$ cat src/rtl/bmhq_pkg.sv
// -----------------------------------------------------------------------------
// bmhq_pkg
// shared types and constants of the binary min-heap priority queue
// -----------------------------------------------------------------------------
`default_nettype none

package bmhq_pkg;

   localparam logic [31:0] INT_MAX = 32'h7fff_ffff;
   localparam logic [31:0] INT_MIN = 32'h8000_0000;

   localparam int REQ_W = 48;   // 44 bits of fields, padded to whole bytes
   localparam int RSP_W = 80;   // 78 bits of fields, padded to whole bytes

   typedef enum logic [1:0] {
      CMD_INSERT   = 2'd0,
      CMD_EXTRACT  = 2'd1,
      CMD_DECREASE = 2'd2,
      CMD_DELETE   = 2'd3
   } cmd_type;

   typedef enum logic [2:0] {
      ST_OK       = 3'd0,
      ST_OVERFLOW = 3'd1,
      ST_EMPTY    = 3'd2,
      ST_BADPOS   = 3'd3,
      ST_NOTDEC   = 3'd4
   } status_type;

   typedef enum logic [4:0] {
      OP_IDLE,
      OP_LOAD,
      OP_SET_OVF,
      OP_SET_EMPTY,
      OP_SET_BADPOS,
      OP_SET_NOTDEC,
      OP_INS,
      OP_RD_POS,
      OP_RD_ROOT,
      OP_CAP_REM,
      OP_SET_IDX_POS,
      OP_DEL_CAP,
      OP_TAIL_RD,
      OP_TAIL_GET,
      OP_UP_RD,
      OP_UP_MOVE,
      OP_PUT_KEY,
      OP_DN_RDL,
      OP_DN_RDR,
      OP_DN_STEP,
      OP_RSP
   } dp_op_type;

   typedef struct packed {
      cmd_type cmd;
      logic    full;
      logic    empty;
      logic    pos_bad;
      logic    not_dec;
      logic    idx_zero;
      logic    up_swap;
      logic    dn_leaf;
      logic    dn_stop;
      logic    cnt_zero;
      logic    rsp_busy;
   } dp_stat_type;

   typedef enum logic [4:0] {
      S_IDLE,
      S_DECODE,
      S_EXT_CAP,
      S_TAIL_RD,
      S_TAIL_GET,
      S_DEC_CHK,
      S_DEL_CAP,
      S_DEL_UP,
      S_DEL_MV,
      S_UP_RD,
      S_UP_CMP,
      S_DN_RDL,
      S_DN_RDR,
      S_DN_CMP,
      S_FIN,
      S_RESP
   } ctl_state_type;

endpackage

`default_nettype wire

$ cat src/rtl/bmhq_ctrl.sv
// -----------------------------------------------------------------------------
// bmhq_ctrl
// command sequencer: walks each command through its heap steps
// -----------------------------------------------------------------------------
`default_nettype none

module bmhq_ctrl
   import bmhq_pkg::*;
(
   input  wire logic        clock,
   input  wire logic        reset,
   input  wire logic        req_tvalid,
   output logic             req_tready,
   input  wire dp_stat_type stat,
   output dp_op_type        op
);

   ctl_state_type state_ff, state_in;

   always_ff @(posedge clock) begin
      if (reset) begin
         state_ff <= S_IDLE;
      end else begin
         state_ff <= state_in;
      end
   end

   assign req_tready = (state_ff == S_IDLE);

   // next state
   always_comb begin
      state_in = state_ff;
      case (state_ff)
         S_IDLE:     if (req_tvalid) state_in = S_DECODE;
         S_DECODE: begin
            case (stat.cmd)
               CMD_INSERT:   state_in = stat.full    ? S_FIN : S_UP_RD;
               CMD_EXTRACT:  state_in = stat.empty   ? S_FIN : S_EXT_CAP;
               CMD_DECREASE: state_in = stat.pos_bad ? S_FIN : S_DEC_CHK;
               default:      state_in = stat.pos_bad ? S_FIN : S_DEL_CAP;
            endcase
         end
         S_EXT_CAP:  state_in = S_TAIL_GET;
         S_TAIL_RD:  state_in = S_TAIL_GET;
         S_TAIL_GET: state_in = stat.cnt_zero ? S_FIN : S_DN_RDL;
         S_DEC_CHK:  state_in = stat.not_dec ? S_FIN : S_UP_RD;
         S_DEL_CAP:  state_in = S_DEL_UP;
         S_DEL_UP:   state_in = stat.idx_zero ? S_TAIL_RD : S_DEL_MV;
         S_DEL_MV:   state_in = S_DEL_UP;
         S_UP_RD:    state_in = stat.idx_zero ? S_FIN : S_UP_CMP;
         S_UP_CMP:   state_in = stat.up_swap ? S_UP_RD : S_FIN;
         S_DN_RDL:   state_in = stat.dn_leaf ? S_FIN : S_DN_RDR;
         S_DN_RDR:   state_in = S_DN_CMP;
         S_DN_CMP:   state_in = stat.dn_stop ? S_FIN : S_DN_RDL;
         S_FIN:      state_in = S_RESP;
         S_RESP:     if (!stat.rsp_busy) state_in = S_IDLE;
         default:    state_in = S_IDLE;
      endcase
   end

   // datapath command
   always_comb begin
      op = OP_IDLE;
      case (state_ff)
         S_IDLE:     if (req_tvalid) op = OP_LOAD;
         S_DECODE: begin
            case (stat.cmd)
               CMD_INSERT:   op = stat.full    ? OP_SET_OVF    : OP_INS;
               CMD_EXTRACT:  op = stat.empty   ? OP_SET_EMPTY  : OP_RD_ROOT;
               CMD_DECREASE: op = stat.pos_bad ? OP_SET_BADPOS : OP_RD_POS;
               default:      op = stat.pos_bad ? OP_SET_BADPOS : OP_RD_POS;
            endcase
         end
         S_EXT_CAP:  op = OP_CAP_REM;
         S_TAIL_RD:  op = OP_TAIL_RD;
         S_TAIL_GET: op = stat.cnt_zero ? OP_IDLE : OP_TAIL_GET;
         S_DEC_CHK:  op = stat.not_dec ? OP_SET_NOTDEC : OP_SET_IDX_POS;
         S_DEL_CAP:  op = OP_DEL_CAP;
         S_DEL_UP:   op = stat.idx_zero ? OP_IDLE : OP_UP_RD;
         S_DEL_MV:   op = OP_UP_MOVE;
         S_UP_RD:    op = stat.idx_zero ? OP_PUT_KEY : OP_UP_RD;
         S_UP_CMP:   op = stat.up_swap ? OP_UP_MOVE : OP_PUT_KEY;
         S_DN_RDL:   op = stat.dn_leaf ? OP_PUT_KEY : OP_DN_RDL;
         S_DN_RDR:   op = OP_DN_RDR;
         S_DN_CMP:   op = stat.dn_stop ? OP_PUT_KEY : OP_DN_STEP;
         S_FIN:      op = OP_RD_ROOT;
         S_RESP:     op = stat.rsp_busy ? OP_IDLE : OP_RSP;
         default:    op = OP_IDLE;
      endcase
   end

endmodule

`default_nettype wire

$ cat config.mk
export PLATFORM = sky130hd
export DESIGN_NAME = bmhq_ctrl
export DESIGN_NICKNAME = d
export VERILOG_FILES = /design/src/rtl/bmhq_pkg.sv /design/src/rtl/bmhq_ctrl.sv
export SDC_FILE = /design/constraint.sdc
export NUM_CORES = 1
export LEC_CHECK = 0
export ABC_AREA = 0
export BUFFER_PORTS_ARGS = -buffer_cell sky130_fd_sc_hd__buf_2
export CAP_MARGIN = 25
export CORE_MARGIN = 3
export CORE_UTILIZATION = 45
export DETAILED_ROUTE_END_ITERATION = 16
export GPL_ROUTABILITY_DRIVEN = 0
export PLACE_DENSITY_LB_ADDON = 0.15
export SETUP_SLACK_MARGIN = 0.3
export SYNTH_ARGS = -nofsm -noshare
export SYNTH_HDL_FRONTEND = slang
export SYNTH_SLANG_ARGS = --single-unit
$ cat constraint.sdc
create_clock -name clock -period 1.4 [get_ports clock]
set_input_delay 0.07 -clock clock [delete_from_list [all_inputs] [get_ports clock]]
set_output_delay 0.07 -clock clock [all_outputs]
set_load 0.03 [all_outputs]
# After elaboration in Yosys (flattened, before gate mapping)
# Cells that the tools add are included.
# W data, S select, Z words.
totals:
  register_bits: 5
  latch_bits: 0
  mem_bits_rw: 0
  rom_bits: 0
  inputBits: 15
  output_inout_bits: 6
  word_cells: 54
  memories: 0
classes:
  n_addsub: 0
  n_mul: 0
  div: 0
  order_cmp: 0
  eq_ne: 19
  n_shift: 0
  muxes: 29
  bitwise_logic: 0
  n_reduce_logical: 5
ops:
  columns: ["op", "count"]
  rows:
  - ["$pmux W5 S16", 1]
  - ["$pmux W5 S14", 1]
  - ["$eq A5 B4 Y1 const B", 8]
  - ["$mux W4", 8]
  - ["$mux W5", 5]
  - ["$mux W3", 7]
  - ["$eq A5 B3 Y1 const B", 4]
  - ["$pmux W4 S3", 1]
  - ["$eq A5 B2 Y1 const B", 2]
  - ["$pmux W4 S2", 1]
  - ["$mux W2", 3]
  - ["$eq A5 B1 Y1 const B", 1]
  - ["$logic_not A5 Y1", 1]
  - ["$ne A2 B2 Y1 const B", 2]
  - ["$reduce_or A2 Y1", 2]
  - ["$eq A2 B1 Y1 const B", 1]
  - ["$eq A2 B2 Y1 const B", 1]
  - ["$logic_not A2 Y1", 1]
  - ["$mux W1", 2]
  - ["$reduce_and A2 Y1", 1]

# Logic depth before layout (Yosys ltp)
logic_depth:
  ltp_word: 3
  ltp_mapped: 6
  ltp_nobuf: 4

# Least setup slack after synthesis
# OpenSTA, ideal clock, no wires.
synth_timing:
  kind: "register -> register"
  startpoint: "register state_ff[3]"
  endpoint: "register state_ff[0]"
  setup_ns: 0.075
  arrival_ns: 1.666
  required_ns: 1.325
  path_slack_ns: -0.341
  path_stages_with_launch: 6
  path_cell_list: "dfxtp_1 buf_6 or2_2 nor3_1 a211oi_1 o22ai_1"
synth_between:
  elab_chain_len: 3
synth_lines:
  columns: ["element", "line", "text"]
  rows:
  - ["start, declared", "bmhq_ctrl.sv:18", "ctl_state_type state_ff, state_in;"]
  - ["start signal, assigned", "bmhq_ctrl.sv:24", "state_ff <= state_in;"]
  - ["$logic_not A5 Y1 (*)", null, null]
  - ["via req_tready", "bmhq_ctrl.sv:13", "output logic req_tready,"]
  - ["$ne A2 B2 Y1 (no source line)", null, null]
  - ["$reduce_and A2 Y1 (no source line)", null, null]
# Mark *: on every way through the listed nets, which the timed path passes. The rest lies on a longest branch.
# A chain may end at the register's enable or synchronous reset.

# Worst setup path in the final report
layout_timing:
  startpoint: "register state_ff[3]"
  endpoint: "output op[1]"
layout_between:
  elab_chain_len: 2
layout_lines:
  columns: ["element", "line", "text"]
  rows:
  - ["$eq A5 B4 Y1, or another cell as far along", "bmhq_ctrl.sv:64", "case (state_ff)"]
  - ["$pmux W5 S16 (*)", "bmhq_ctrl.sv:64", null]
  - ["end, declared", "bmhq_ctrl.sv:15", "output dp_op_type op"]
# Mark *: on every way between the ends. The rest lies on a longest branch, timed or not.

==> summary.md <==
| Metric | Value |
|---|---|
| YS warnings | `0` |
| Clock Latency Late Sink | `0.25 ns` |
| Status | `finished, violations left` |
| Die boundary width | `44.75 microns` |
| H-tree Lvls | `1` |
| Critical path required time | `1.33 ns` |
| Post-synth EDFFs | `0` |
| Hold Crit Class | `input port to flip-flop` |
| Congestion Overflow GR | `0` |
| Nets | `155` |
| Final HPWL DP | `1633 microns` |
| CTS Root Cell | `clkbuf_4` |
| Crit start category | `flip-flop` |
| Final clock skew | `0.005942 ns` |
| Reg power frac | `8.9%` |
| Synth area leader | `dfxtp_1` |
| Row cnt | `13` |
| Sw Share | `48.80%` |
| Net switching power | `1.437 mW` |
| Worst VDD drop | `1565 uV` |
| Post-CTS Hold Fix Bufs | `0` |
| Slew @ Worst Pin | `0.4425 ns` |
| Main synth FF type | `dfxtp_1` |
| Async set or reset register ratio after synthesis | `0%` |
| Min cycle time layout | `1.728 ns` |
| Number of diodes | `0` |
| Failing checks | `negative setup slack` |
| Worst-path fanout max | `5` |
| Commonest cells post-synth | `nor2_1, nand2_1, nor3_1, a21oi_1, nand2b_1` |
| Avg Cell Area, Syn | `6.690 sq um` |
| Post-DRT Antenna Nets | `0` |
| Max reg flops | `4` |
| Post-synthesis sequential area ratio | `11.85%` |
| Top cell type's share of synthesized area | `11.85%` |
| Registers with the most flip-flops | `state_ff x4` |
| Slew HR | `70.32%` |
| Placed cell count | `138` |
| Filler cells | `77` |
| Mapped Area | `675.6 sq um` |
| Unrepaired setup endpoints after global routing | `yes` |
| Final Hold Fails | `0` |
| Combinational share of power | `85.7%` |
| Ports | `21` |
| Worst hold path startpoint | `reset` |
| Core footprint | `1350 sq um` |
| Non-filler cells, final | `153` |
| Count leader, synth | `nor2_1` |
| GRT Util Overall | `25.58%` |
| Setup crit end kind | `primary output` |
| Critical Path Source | `state_ff[3]$_SDFFE_PP0P_` |
| WL final | `2955 microns` |
| Kind of critical path | `flip-flop to primary output` |
| CTS tree | `yes` |
| DR vias | `1011` |
| Die Area | `2003 sq um` |
| Register Area | `88.84 sq um` |
| Top reg by flops | `state_ff` |
| Arrival @ worst endpoint | `1.66 ns` |
| Max-slew violation count | `0` |
| Avg Vias per Cell | `6.608` |
| Clock sink count | `4` |
| Register bit count reported by yosys | `4` |
| Pwr dens | `2520 nW/um^2` |
| # port buffers | `20` |
| Wire length per cell | `19.31 microns` |
| DR pass1 iterations | `4` |
| Worst-path clk slew | `0.04 ns` |
| Number of global-route vias before repair | `839` |
| Area delta synth->final | `72.96%` |
| Distinct cell type count after synthesis | `41` |
| Maximum Capacitance Violations | `0` |
| DRT iter0 DRCs | `49` |
| Fmax | `578.6 MHz` |
| Setup violators final | `8` |
| Leakage | `0.4585 nW` |
| Inserted Clock Buffers | `3` |
| Final Util | `86.56%` |
| Synth area leaders | `dfxtp_1, nand2b_1, nor3_1, a31oi_1, a21oi_1` |
| Mapped Cells | `101` |
| Total power | `2.945 mW` |
| Setup WS post-layout | `-0.3282 ns` |
| DRC | `0` |
| Period utilisation layout | `123.4%` |
| Clock power frac | `5.4%` |
| R2r startpoint | `state_ff[3]$_SDFFE_PP0P_` |
| Fin Hold WS | `0.05749 ns` |
| Share of cells above drive strength 1 | `52.90%` |
| Clk buf depth | `2` |
| Global-route wire length before repair | `3850 microns` |
| Die height | `44.75 microns` |
| Initial core utilization | `50.05%` |
| Largest net degree at the start of global routing | `20` |
| Internal | `1.508 mW` |
| Synthesized Nets | `116` |
| DP Worst Slack | `-0.05089 ns` |
| Initial antenna violation count | `0` |
| Multi-input gate area | `663.1 sq um` |
-- critical path: stages, from the launching register on --
cell	delay [ns]
dfxtp_4	0.35
or4b_4	0.56
nor2_4	0.13
a21oi_2	0.06
o211ai_1	0.11
buf_4	0.20
-- area by class of cell --
cell class	count	area share (%)
Multi-Input combinational cell	86	56.75
Sequential cell	4	7.602
Inverter	2	0.6424
Timing Repair Buffer	43	31.48
Tap cell	15	1.606
Clock buffer	3	1.927
-- cells by family (layout without fill, tap and decap cells) --
group | count (synthesis) | count (layout) | share of synthesized area [%]
compound gates | 40 | 40 | 42.04
buf+inv | 11 | 48 | 7.963
flops | 4 | 4 | 11.85
mux | 2 | 2 | 3.148
simple gates | 44 | 44 | 35.00
-- what timing repair did --
action	4_1_cts	5_1_grt
cloned	0	1
resized for setup	16	27
pin swaps	5	11
setup endpoints to repair	10	10
buffers inserted	4	7
-- cell usage in the layout, fill, tap and decap left out, drive strengths merged --
cell,count
dfxtp,4
or2,2
o221a,1
o2bb2ai,1
and2,1
o31ai,1
or4b,1
nor3,7
o21ai,4
a211o,1
nand2,7
o22ai,2
clkbuf,4
a31oi,5
nand2b,6
o21bai,1
a22o,1
nor3b,4
nor2b,3
nand3,4
o211ai,3
o311ai,1
mux2i,1
mux2,1
a311oi,1
o21a,1
o31a,1
o2111ai,1
inv,2
buf,42
o311a,1
a21o,2
a22oi,1
a211oi,4
o32a,1
a21oi,6
nor2,9
-- metal layers --
| layer | global-route usage, % | wire (microns) |
|---|---|---|
| met1 | 35.66 | 1143 |
| met4 | 3.614 | 92 |
| met3 | 2.789 | 260 |
| met5 | 0 | 0 |
| met2 | 42.98 | 1459 |
-- power groups by stage --
stage / Combinational, mW / Clock (mW) / Sequential, mW
final: 2.52 / 0.159 / 0.262
after global routing: 2.64 / 0.162 / 0.268
after CTS: 1.99 / 0.147 / 0.225
after detailed placement: 1.75 / 0 / 0.218
after global placement: 1.73 / 0 / 0.214
after floorplan: 1.36 / 0 / 0.200
-- worst paths after layout --
path,slack (ns),end,cells after the start
worst min-delay path,0.06,state_ff[3]$_SDFFE_PP0P_,2
worst min register to register,0.82,state_ff[1]$_SDFFE_PP0P_,4
worst max-delay path,-0.33,op[1],5
worst max register to register,-0.19,state_ff[2]$_SDFFE_PP0P_,6
-- per-stage QoR --
stage	area (sq um)	setup TNS [ns]
floorplan	752.0	-0.09043
global placement	890.9	-0.08188
detailed placement	890.9	-0.1162
CTS	994.7	-1.161
global route	1169	-1.694
finish	1169	-1.337
(Power assumes the default switching activity.)
